**src/design/dtoi_pkg.sv**
```systemverilog
package dtoi_pkg;

  // ascii codes the parser looks for
  localparam logic [7:0] CHAR_ZERO  = 8'h30;
  localparam logic [7:0] CHAR_NINE  = 8'h39;
  localparam logic [7:0] CHAR_PLUS  = 8'h2B;
  localparam logic [7:0] CHAR_MINUS = 8'h2D;

  // fixed field widths
  localparam int unsigned CHAR_W  = 8;
  localparam int unsigned MODE_W  = 3;
  localparam int unsigned VALUE_W = 64;

  // where the parser stands within one string
  typedef enum logic [1:0] {
    PH_START  = 2'd0,
    PH_OPEN   = 2'd1,
    PH_SIGNED = 2'd2,
    PH_DIGITS = 2'd3
  } phase_t;

  // one input beat as held in the input register
  typedef struct packed {
    logic [CHAR_W-1:0] character;
    logic              has_char;
    logic              last;
    logic [MODE_W-1:0] mode;
  } item_t;

  // one result beat
  typedef struct packed {
    logic [VALUE_W-1:0] value;
    logic               status;
  } res_t;

endpackage

```
**src/design/dtoi_in_if.sv**
```systemverilog
interface dtoi_in_if;
  logic       valid;
  logic       ready;
  logic [7:0] character;
  logic       has_char;
  logic       last;
  logic [2:0] mode;

  modport source(output valid, output character, output has_char, output last,
                 output mode, input ready);
  modport sink(input valid, input character, input has_char, input last,
               input mode, output ready);
endinterface

```
**src/design/dtoi_out_if.sv**
```systemverilog
interface dtoi_out_if;
  logic        valid;
  logic        ready;
  logic [63:0] value;
  logic        status;

  modport source(output valid, output value, output status, input ready);
  modport sink(input valid, input value, input status, output ready);
endinterface

```
**src/design/dtoi_core.sv**
```systemverilog
module dtoi_core #(
  parameter int MAX_WIDTH = 64
) (
  input  logic            clk,
  input  logic            rst_n,
  input  logic            item_valid,
  input  dtoi_pkg::item_t item,
  output logic            item_take,
  output logic            res_valid,
  input  logic            res_ready,
  output dtoi_pkg::res_t  res
);

  localparam int MAXW = (MAX_WIDTH < 8) ? 8 : ((MAX_WIDTH > 64) ? 64 : MAX_WIDTH);

  dtoi_pkg::phase_t  phase_r, phase_nxt;
  logic [63:0]       mag_r, mag_nxt;
  logic [63:0]       sval_r, sval_nxt;
  logic              neg_r, neg_nxt;
  logic              fail_r, fail_nxt;
  logic [2:0]        fmt_r, fmt_nxt;
  logic              ov_r, ov_nxt;
  dtoi_pkg::res_t    res_r, res_nxt;

  // effective state for this beat (a new string starts clean)
  logic              start;
  dtoi_pkg::phase_t  ph_c;
  logic [63:0]       mag_c, sval_c;
  logic              neg_c, fail_c;
  logic [2:0]        fmt_c;

  logic              is_digit;
  logic [3:0]        dig;
  logic [6:0]        tgt_w, w;
  logic [63:0]       lim;
  logic [67:0]       prod;
  logic              ovf;
  logic [63:0]       sval_step;
  logic              bad;

  assign item_take = item_valid && (!ov_r || res_ready);
  assign res_valid = ov_r;
  assign res       = res_r;

  always_comb begin
    start  = (phase_r == dtoi_pkg::PH_START);
    ph_c   = start ? dtoi_pkg::PH_OPEN : phase_r;
    mag_c  = start ? 64'd0 : mag_r;
    sval_c = start ? 64'd0 : sval_r;
    neg_c  = start ? 1'b0 : neg_r;
    fail_c = start ? 1'b0 : fail_r;
    fmt_c  = start ? item.mode : fmt_r;
  end

  // digit decode and range limit of the target
  always_comb begin
    is_digit = item.has_char && (item.character >= dtoi_pkg::CHAR_ZERO)
               && (item.character <= dtoi_pkg::CHAR_NINE);
    dig      = 4'(item.character - dtoi_pkg::CHAR_ZERO);
    tgt_w    = 7'd8 << fmt_c[1:0];
    w        = (tgt_w > 7'(MAXW)) ? 7'(MAXW) : tgt_w;
    if (fmt_c[2]) begin
      lim = (64'd1 << (w - 7'd1)) - {63'd0, !neg_c};
    end else begin
      lim = {64{1'b1}} >> (7'd64 - w);
    end
  end

  // times ten plus digit, checked against the limit before it is taken
  always_comb begin
    prod      = ({4'd0, mag_c} << 3) + ({4'd0, mag_c} << 1) + {64'd0, dig};
    ovf       = prod > {4'd0, lim};
    sval_step = neg_c ? ((sval_c << 3) + (sval_c << 1) - {60'd0, dig})
                      : ((sval_c << 3) + (sval_c << 1) + {60'd0, dig});
  end

  // next state and result
  always_comb begin
    phase_nxt = phase_r;
    mag_nxt   = mag_r;
    sval_nxt  = sval_r;
    neg_nxt   = neg_r;
    fail_nxt  = fail_r;
    fmt_nxt   = fmt_r;
    ov_nxt    = ov_r && !res_ready;
    res_nxt   = res_r;
    bad       = 1'b0;
    if (item_take) begin
      phase_nxt = ph_c;
      mag_nxt   = mag_c;
      sval_nxt  = sval_c;
      neg_nxt   = neg_c;
      fail_nxt  = fail_c;
      fmt_nxt   = fmt_c;
      if (item.has_char) begin
        if (is_digit) begin
          phase_nxt = dtoi_pkg::PH_DIGITS;
          if (!fail_c) begin
            if (ovf) begin
              fail_nxt = 1'b1;
            end else begin
              mag_nxt  = prod[63:0];
              sval_nxt = sval_step;
            end
          end
        end else if (ph_c == dtoi_pkg::PH_OPEN && item.character == dtoi_pkg::CHAR_PLUS) begin
          phase_nxt = dtoi_pkg::PH_SIGNED;
        end else if (ph_c == dtoi_pkg::PH_OPEN && item.character == dtoi_pkg::CHAR_MINUS
                     && fmt_c[2]) begin
          neg_nxt   = 1'b1;
          phase_nxt = dtoi_pkg::PH_SIGNED;
        end else begin
          fail_nxt = 1'b1;
        end
      end
      if (item.last) begin
        bad            = fail_nxt || (phase_nxt != dtoi_pkg::PH_DIGITS);
        ov_nxt         = 1'b1;
        res_nxt.status = bad;
        res_nxt.value  = bad ? 64'd0 : sval_nxt;
        phase_nxt      = dtoi_pkg::PH_START;
        mag_nxt        = 64'd0;
        sval_nxt       = 64'd0;
        neg_nxt        = 1'b0;
        fail_nxt       = 1'b0;
      end
    end
  end

  // control and accumulator state
  always_ff @(posedge clk) begin
    if (!rst_n) begin
      phase_r <= dtoi_pkg::PH_START;
      mag_r   <= 64'd0;
      sval_r  <= 64'd0;
      neg_r   <= 1'b0;
      fail_r  <= 1'b0;
      fmt_r   <= 3'd0;
      ov_r    <= 1'b0;
    end else begin
      phase_r <= phase_nxt;
      mag_r   <= mag_nxt;
      sval_r  <= sval_nxt;
      neg_r   <= neg_nxt;
      fail_r  <= fail_nxt;
      fmt_r   <= fmt_nxt;
      ov_r    <= ov_nxt;
    end
  end

  // result payload
  always_ff @(posedge clk) begin
    res_r <= res_nxt;
  end

  // a string's last beat always returns the parser to the start
  a_last_restarts: assert property (@(posedge clk) disable iff (!rst_n)
    (item_take && item.last) |=> (phase_r == dtoi_pkg::PH_START))
    else $error("parser did not restart after last beat");

  // failed results carry a zero value
  a_fail_zero: assert property (@(posedge clk) disable iff (!rst_n)
    (ov_r && res_r.status) |-> (res_r.value == 64'd0))
    else $error("failed result with nonzero value");

  // signed accumulator tracks the magnitude and sign
  a_sval_match: assert property (@(posedge clk) disable iff (!rst_n)
    !fail_r |-> (sval_r == (neg_r ? (~mag_r + 64'd1) : mag_r)))
    else $error("signed accumulator out of step with magnitude");

  // an 8-bit unsigned target never holds more than 8 bits
  a_u8_range: assert property (@(posedge clk) disable iff (!rst_n)
    (phase_r != dtoi_pkg::PH_START && fmt_r == 3'd0) |-> (mag_r[63:8] == 56'd0))
    else $error("8-bit magnitude exceeded its range");

endmodule

```
**src/design/decimal_text_to_integer_top.sv**
```systemverilog
// Decimal text to integer converter with range check.
// in_chan takes one text byte per beat (valid/ready); mode on the first beat
// of a string picks the target: 0-3 unsigned 8/16/32/64, 4-7 signed.
// A beat with has_char low carries no byte; with last high it ends an empty
// string. Only legal: an optional sign (- if signed), then one or more digits.
// out_chan gives one beat per string, on its last byte: value (sign-extended
// two's complement for signed targets) and status (1 = failed, value zero).
// Throughput: one byte per cycle while out_chan is not stalled. Each byte
// passes an input register and then one times-ten add and limit compare into
// the accumulator; a string's last byte also loads the result register.
// When out_chan stalls, the result holds; one more byte may wait in the
// input register, and in_chan.ready drops only when both are occupied.
// Reset (rst_n low, synchronous) empties both registers and puts the parser
// at the start of a string.
module decimal_text_to_integer_top #(
  parameter int MAX_WIDTH = 64
) (
  input logic        clk,
  input logic        rst_n,
  dtoi_in_if.sink    in_chan,
  dtoi_out_if.source out_chan
);

  logic            iv_r, iv_nxt;
  dtoi_pkg::item_t item_r;
  logic            take;
  logic            in_fire;
  dtoi_pkg::res_t  res;

  assign in_chan.ready = !iv_r || take;
  assign in_fire       = in_chan.valid && in_chan.ready;

  // input register
  always_comb begin
    iv_nxt = iv_r;
    if (in_fire) begin
      iv_nxt = 1'b1;
    end else if (take) begin
      iv_nxt = 1'b0;
    end
  end

  always_ff @(posedge clk) begin
    if (!rst_n) begin
      iv_r <= 1'b0;
    end else begin
      iv_r <= iv_nxt;
    end
  end

  always_ff @(posedge clk) begin
    if (in_fire) begin
      item_r.character <= in_chan.character;
      item_r.has_char  <= in_chan.has_char;
      item_r.last      <= in_chan.last;
      item_r.mode      <= in_chan.mode;
    end
  end

  // parser and result register
  dtoi_core #(
    .MAX_WIDTH(MAX_WIDTH)
  ) u_core (
    .clk        (clk),
    .rst_n      (rst_n),
    .item_valid (iv_r),
    .item       (item_r),
    .item_take  (take),
    .res_valid  (out_chan.valid),
    .res_ready  (out_chan.ready),
    .res        (res)
  );

  assign out_chan.value  = res.value;
  assign out_chan.status = res.status;

endmodule
```
**src/flat_wrapper.sv**
```systemverilog
// flat-port wrapper written by rule: the top's interface ports become plain ports
module decimal_text_to_integer_top_flat 
#(
  parameter int MAX_WIDTH = 64
)
  (clk, rst_n, in_chan_valid, in_chan_character, in_chan_has_char, in_chan_last, in_chan_mode, in_chan_ready, out_chan_valid, out_chan_value, out_chan_status, out_chan_ready);
  dtoi_in_if in_chan_i ();
  dtoi_out_if out_chan_i ();
  input logic clk;
  input logic rst_n;
  input wire logic [$bits(in_chan_i.valid)-1:0] in_chan_valid;
  input wire logic [$bits(in_chan_i.character)-1:0] in_chan_character;
  input wire logic [$bits(in_chan_i.has_char)-1:0] in_chan_has_char;
  input wire logic [$bits(in_chan_i.last)-1:0] in_chan_last;
  input wire logic [$bits(in_chan_i.mode)-1:0] in_chan_mode;
  output wire logic [$bits(in_chan_i.ready)-1:0] in_chan_ready;
  output wire logic [$bits(out_chan_i.valid)-1:0] out_chan_valid;
  output wire logic [$bits(out_chan_i.value)-1:0] out_chan_value;
  output wire logic [$bits(out_chan_i.status)-1:0] out_chan_status;
  input wire logic [$bits(out_chan_i.ready)-1:0] out_chan_ready;
  assign in_chan_i.valid = in_chan_valid;
  assign in_chan_i.character = in_chan_character;
  assign in_chan_i.has_char = in_chan_has_char;
  assign in_chan_i.last = in_chan_last;
  assign in_chan_i.mode = in_chan_mode;
  assign in_chan_ready = in_chan_i.ready;
  assign out_chan_valid = out_chan_i.valid;
  assign out_chan_value = out_chan_i.value;
  assign out_chan_status = out_chan_i.status;
  assign out_chan_i.ready = out_chan_ready;
  decimal_text_to_integer_top #(.MAX_WIDTH(MAX_WIDTH)) u_core (.clk(clk), .rst_n(rst_n), .in_chan(in_chan_i), .out_chan(out_chan_i));
endmodule
```
**config.mk**
```make
export PLATFORM = sky130hd
export DESIGN_NAME = decimal_text_to_integer_top_flat
export DESIGN_NICKNAME = d
export VERILOG_FILES = /design/src/design/dtoi_pkg.sv /design/src/design/dtoi_in_if.sv /design/src/design/dtoi_out_if.sv /design/src/design/dtoi_core.sv /design/src/design/decimal_text_to_integer_top.sv /design/src/flat_wrapper.sv
export SDC_FILE = /design/constraint.sdc
export NUM_CORES = 1
export LEC_CHECK = 0
export BUFFER_PORTS_ARGS = -buffer_cell sky130_fd_sc_hd__buf_2
export CORE_MARGIN = 1.5
export CORE_UTILIZATION = 45
export CTS_BUF_LIST = sky130_fd_sc_hd__clkbuf_8
export CTS_CLUSTER_DIAMETER = 30
export DETAILED_ROUTE_END_ITERATION = 10
export GPL_TIMING_DRIVEN = 0
export REMOVE_ABC_BUFFERS = 1
export SLEW_MARGIN = 20
export SYNTH_ARGS = -nofsm -noshare
export SYNTH_HDL_FRONTEND = slang
export SYNTH_SLANG_ARGS = --single-unit
```
**constraint.sdc**
```tcl
create_clock -name clk -period 8.5 [get_ports clk]
set_clock_uncertainty 0.15 [all_clocks]
set_input_delay 1.7 -clock clk [delete_from_list [all_inputs] [get_ports clk]]
set_output_delay 1.7 -clock clk [all_outputs]
set_load 0.05 [all_outputs]
```
==> results of run 1 <==
[what timing repair did]
item | CTS | global route
setup endpoints to repair | 188 | 194
pin swaps | 2 | 4
gates resized for setup | 12 | 11
hold buffers | 0 | 0
cloned | 3 | 2
setup buffers | 0 | 5
[layout make-up]
class	count	area, µm²
Timing Repair Buffer	107	821
Clock inverter	48	420
Multi-Input combinational cell	2543	17700
Clock buffer	77	1060
Sequential cell	215	5090
Fill cell	5015	25200
Tap cell	680	851
Inverter	61	231
[flip-flops by register name, indices dropped and copies added, names as in the netlist]
name	count
u_core.u_core.res	65
u_core.u_core.mag_r	64
u_core.u_core.sval_r	64
u_core.item_r	13
u_core.iv_r	1
u_core.u_core.res_valid	1
u_core.u_core.fail_r	1
u_core.u_core.neg_r	1
u_core.u_core.fmt_r	3
u_core.u_core.phase_r	2
[power by group]
group          switching, W  internal (W)
combinational      0.000155     0.0000654
clock              0.000628       0.00102
sequential       0.00000740       0.00108
total              0.000790       0.00216
[how the worst max path moves through the flow]
stage	end	slack, ns	cells past startpoint
detailed placement	u_core.u_core.sval_r[43]	-0.83	29
global route	u_core.u_core.res[58]	-0.01	31
CTS	u_core.u_core.res[53]	0.02	32
floorplan	u_core.u_core.sval_r[59]	-0.31	28
global placement	u_core.u_core.mag_r[15]	-5.45	28
finish	u_core.u_core.res[30]	0.38	30
[layer usage]
| metal | GRT usage | share of wire | routed length, µm | vias up |
|---|---|---|---|---|
| met2 | 0.493 | 0.46 | 37700 | 885 |
| li1 | - | - | - | 11200 |
| met1 | 0.387 | 0.43 | 35400 | 11000 |
| met5 | 0 | 0.000097 | 8 | - |
| met4 | 0.154 | 0.050 | 4090 | 2 |
| met3 | 0.0466 | 0.062 | 5140 | 219 |
[critical path: cells and delay by family (launching register included)]
family | cells | cell delay, ns
XOR/XNOR | 1 | 0.31
adder cells (fa/ha/maj) | 4 | 1.21
buffers and inverters | 4 | 0.80
AND/OR/NAND/NOR | 6 | 1.50
AO/OA/AOI/OAI | 15 | 3.47
flip-flops | 1 | 0.38
[cells in the mapped netlist (23+ instances only)]
library cell	count
nand3_1	80
edfxtp_1	78
ha_1	266
inv_1	61
xnor2_1	103
or3_1	23
mux2i_1	30
buf_2	27
clkbuf_1	104
a21oi_1	225
xor2_1	57
o211ai_1	28
nor3_1	70
o21a_1	30
nor2_1	195
dfxtp_1	137
a22o_1	25
a21o_1	45
nand4_1	74
nor2b_1	84
nand2_1	309
and2_1	171
a22oi_1	67
o21ai_0	198
a211oi_1	33
[logic make-up (layout without fill, tap and decap cells)]
logic type               Yosys count  after routing
AND/OR/NAND/NOR                 1165           1169
AO/OA/AOI/OAI                    905            906
adder cells (fa/ha/maj)          270            270
flip-flops                       215            215
buffers and inverters            206            293
XOR/XNOR                         162            162
multiplexers                      36             36
[stage by stage]
step / setup TNS, ns / power, W / setup slack [ns] / cell area, µm²
floorplan: -8.17 / 0.00123 / -0.311 / 22800
global placement: -723.69 / 0.00130 / -5.45 / 24100
detailed placement: -78.34 / 0.00132 / -0.831 / 24500
CTS: 0 / 0.00299 / 0.0159 / 26100
global route: -0.0243 / 0.00306 / -0.00998 / 26200
finish: 0 / 0.00295 / 0.379 / 26200
==> results_dict.tcl, run 1 <==
set metrics [dict create \
    yosysTopAreaCell "ha_1" \
    setup.worst_path.start "u_core.u_core.phase_r[0]" \
    postRouteAntennaNets 0 \
    slowest_stage "a311oi_2" \
    cap_viol_max_count 0 \
    synth.cell_area_mm2 0.0235 \
    initialDrtViolationCount 1835 \
    clock_pin_slew_of_the_registers_on_the_worst_case_setup_and_hold_paths_ns 0.05 \
    place.port_buffers 83 \
    power-per-cell-area_mw_per_mm2 113 \
    synth_mux_area_frac 0.0158 \
    synth.yosys.seq_area_share 0.216 \
    synth_top_family_by_area "simple AND/OR/NAND/NOR gates" \
    cts_inserted_buffers 68 \
    leakagePower_nw 10.8 \
    num_io_pins 84 \
    mostFrequentLayoutCell "nand2_1" \
    hold-path-cell-count 2 \
    r2r.worst_path.cells 30 \
    final-hold-violation-count 0 \
    worst_ep_required_time_ns 8.74 \
    timing.final.crit_share 0.955 \
    synth_enable_flop_cells 78 \
    setup.worst_path.end_class "flop" \
    finalMaxSlewViolations 0 \
    worstPathMaxFanout 74 \
    clock_insertion_delay_worst_skew_ns 0.65 \
    synthesis.area_per_instance_um2 7.94 \
    final_nets 3283 \
    worstHoldStart "u_core.u_core.sval_r[38]" \
    initial_core_util 0.457 \
    clock_tree_from_tritoncts "built" \
    h-tree-depth 3 \
    numPlacedInstances 3596 \
    adder_cell_area_share_of_the_yosys_netlist 0.145 \
    layout_common_cells "nand2_1 (306), ha_1 (266), a21oi_1 (225), o21ai_0 (197), nor2_1 (192)" \
    flop_to_flop_setup_slack_ns 0.38 \
    power.ir.vdd_worst_uv 130 \
    hpwlAfterDp_um 63600 \
    hold_slack_ns 0.296 \
    synth_flop_cell "dfxtp_1" \
    filler_free_cell_count_of_the_finished_design 3731 \
    synth_simple_gate_area_share 0.264 \
    overall_die_area_mm2 0.0536 \
    drt-vias-per-instance 6.25 \
    synth_largest_type_area_fraction 0.142 \
    synth_warnings 0 \
    grt_pass1_vias 22800 \
    grt_first_pass_wirelength_um 127000 \
    area_growth_syn_to_layout_pct 11.6 \
    min_delay_worst_endpoint "u_core.u_core.sval_r[38]" \
    synth_area_leaders "ha_1 (14%), dfxtp_1 (12%), edfxtp_1 (10%)" \
    placeableCoreArea_mm2 0.0514 \
    die_x_um 231 \
    wl_per_cell_um 22.1 \
    drc_errors 0 \
    die_h_um 231 \
    dr_total_vias 23300 \
    initial_antenna_violation_count 3 \
    r2r_start "u_core.u_core.phase_r[0]" \
    firstDrtPassIters 5 \
    slew_headroom 0.247 \
    clock-sinks 215 \
    critical_path_class "flop to flop" \
    clock_path_buffers 3 \
    worst_pin_slew_ns 1.13 \
    synth.lib_cells_used.distinct 121 \
    async_reset_ff_frac 0 \
    postLayoutCoreUtil 0.510 \
    regToRegEndpoint "u_core.u_core.res[30]" \
    gp_congestion 0.978 \
    track_usage 0.303 \
    hold_class "flop to flop" \
    critical_path.startpoint_type "flop" \
    cts.root.buffer_cell "clkbuf_8" \
    drive_gt1_frac 0.114 \
    grt_max_degree 74 \
    timing.final.crit_period_ns 8.12 \
    synth-compound-area-share 0.261 \
    wl_um 82300 \
    setup-violations-final 0 \
    status "completed" \
    yosys_register_bits 215 \
    post_synth_inst_count 2959 \
    clock.fmax_mhz 123 \
    max_stage_delay_ns 0.45 \
    insertedDiodeCount 0 \
    timing.critical_path.arrival_ns 8.36 \
    synth-xor-area-share 0.0610 \
    global_route.overflow_total 0 \
    placement_rows 83 \
]
No activity file was read; power rests on OpenSTA's default activity.
==> run 2, diff against run 1 <==
Settings changed: CORE_UTILIZATION 45 to 54, PLACE_DENSITY from default to 0.71.
==> results_dict.tcl, run 2 (same netlist as run 1, synthesis figures left out) <==
set metrics [dict create \
    hpwlAfterDp_um 63000 \
    r2r_start "u_core.u_core.phase_r[0]" \
    place.port_buffers 83 \
    worst_ep_required_time_ns 8.78 \
    clock.fmax_mhz 123 \
    slew_headroom 0.232 \
    worstHoldStart "u_core.u_core.sval_r[54]" \
    timing.critical_path.arrival_ns 8.41 \
    leakagePower_nw 10.7 \
    r2r.worst_path.cells 28 \
    dr_total_vias 23500 \
    max_stage_delay_ns 0.49 \
    grt_max_degree 72 \
    placement_rows 76 \
    drt-vias-per-instance 6.50 \
    critical_path.startpoint_type "flop" \
    drc_errors 0 \
    timing.final.crit_period_ns 8.12 \
    h-tree-depth 2 \
    unrepaired_setup_endpoints_after_global_routing "false" \
    gp_congestion 1.03 \
    track_usage 0.361 \
    initial_antenna_violation_count 1 \
    grt_first_pass_wirelength_um 126000 \
    critical_path_class "flop to flop" \
    filler_free_cell_count_of_the_finished_design 3623 \
    cts_inserted_buffers 59 \
    cap_viol_max_count 0 \
    num_io_pins 84 \
    insertedDiodeCount 0 \
    wl_um 82000 \
    initialDrtViolationCount 2191 \
    wl_per_cell_um 22.6 \
    placeableCoreArea_mm2 0.0430 \
    firstDrtPassIters 5 \
    cts.root.buffer_cell "clkbuf_8" \
    finalMaxSlewViolations 0 \
    drive_gt1_frac 0.114 \
    setup.worst_path.start "u_core.u_core.phase_r[0]" \
    setup-violations-final 0 \
    largest_register_ff_count 65 \
    mostFrequentLayoutCell "nand2_1" \
    worst_pin_slew_ns 1.15 \
    postCtsHoldBufs 0 \
    overall_die_area_mm2 0.0448 \
    final-hold-violation-count 0 \
    flop_to_flop_setup_slack_ns 0.38 \
    die_x_um 212 \
    area_growth_syn_to_layout_pct 10.6 \
    slowest_stage "a211oi_1" \
    clock_path_buffers 3 \
    postRouteAntennaNets 0 \
    hold-path-cell-count 2 \
    final_nets 3274 \
    numPlacedInstances 3501 \
    grt_pass1_vias 22900 \
    regToRegEndpoint "u_core.u_core.res[36]" \
    power-per-cell-area_mw_per_mm2 111 \
    min_delay_worst_endpoint "u_core.u_core.sval_r[54]" \
    clock_pin_slew_of_the_registers_on_the_worst_case_setup_and_hold_paths_ns 0.05 \
    layout_common_cells "nand2_1 (306), ha_1 (266), a21oi_1 (225), o21ai_0 (197), nor2_1 (192)" \
    postLayoutCoreUtil 0.604 \
    setup.worst_path.end_class "flop" \
    die_h_um 212 \
    global_route.overflow_total 0 \
    clock_tree_from_tritoncts "built" \
    worstPathMaxFanout 18 \
    clock_insertion_delay_worst_skew_ns 0.69 \
    power.ir.vdd_worst_uv 120 \
    hold_class "flop to flop" \
    initial_core_util 0.547 \
    clock-sinks 215 \
    timing.final.crit_share 0.956 \
    setup-tns-final_ns 0 \
    status "completed" \
]
-- run 2: worst max-delay path, delay by kind of cell, from the launching register on --
family	cells	cell delay [ns]
adder cells (fa/ha/maj)	4	1.20
XOR/XNOR	1	0.35
flip-flops	1	0.40
AO/OA/AOI/OAI	13	3.11
buffers and inverters	2	0.31
AND/OR/NAND/NOR	7	1.91
multiplexers	1	0.41
-- run 2: worst max path at each step --
stage                                     to  cells after the start
detailed placement   u_core.u_core.mag_r[55]                     27
CTS                    u_core.u_core.res[32]                     28
floorplan           u_core.u_core.sval_r[59]                     28
global route         u_core.u_core.mag_r[16]                     30
finish                 u_core.u_core.res[36]                     28
global placement     u_core.u_core.mag_r[16]                     28
-- run 2: where the power goes --
group / internal [W] / switching, W
sequential: 0.00108 / 0.00000775
combinational: 0.0000650 / 0.000155
clock: 0.000962 / 0.000619
-- run 2: per-layer routing --
layer | track usage | vias to the layer above | part of all wire
li1 | - | 11100 | -
met1 | 0.452 | 11200 | 0.41
met2 | 0.599 | 936 | 0.46
met3 | 0.0645 | 251 | 0.077
met4 | 0.173 | 2 | 0.049
met5 | 0 | - | 0.00023
-- run 2: timing repair --
action                                  in CTS  in global routing
gates resized for setup                      4                 16
setup buffers                                3                  4
pin swaps                                    4                  3
endpoints found under the setup margin     174                193
cloned                                       2                  1
-- run 2: cell type report --
| cell class | count | area (µm²) |
|---|---|---|
| Tap cell | 585 | 732 |
| Sequential cell | 215 | 5090 |
| Clock buffer | 65 | 895 |
| Fill cell | 3957 | 17000 |
| Inverter | 61 | 231 |
| Multi-Input combinational cell | 2541 | 17700 |
| Clock inverter | 47 | 483 |
| Timing Repair Buffer | 109 | 842 |
-- run 2: stage by stage --
stage / setup slack [ns] / total power, W / hold WS [ns] / area (µm²)
2_1_floorplan: -0.311 / 0.00123 / 0.267 / 22800
3_3_place_gp: -5.37 / 0.00130 / 0.276 / 24000
3_5_place_dp: -0.647 / 0.00132 / 0.284 / 24400
4_1_cts: 0.0147 / 0.00291 / 0.295 / 25900
5_1_grt: 0.0579 / 0.00298 / 0.320 / 26000
6_report: 0.376 / 0.00288 / 0.291 / 26000
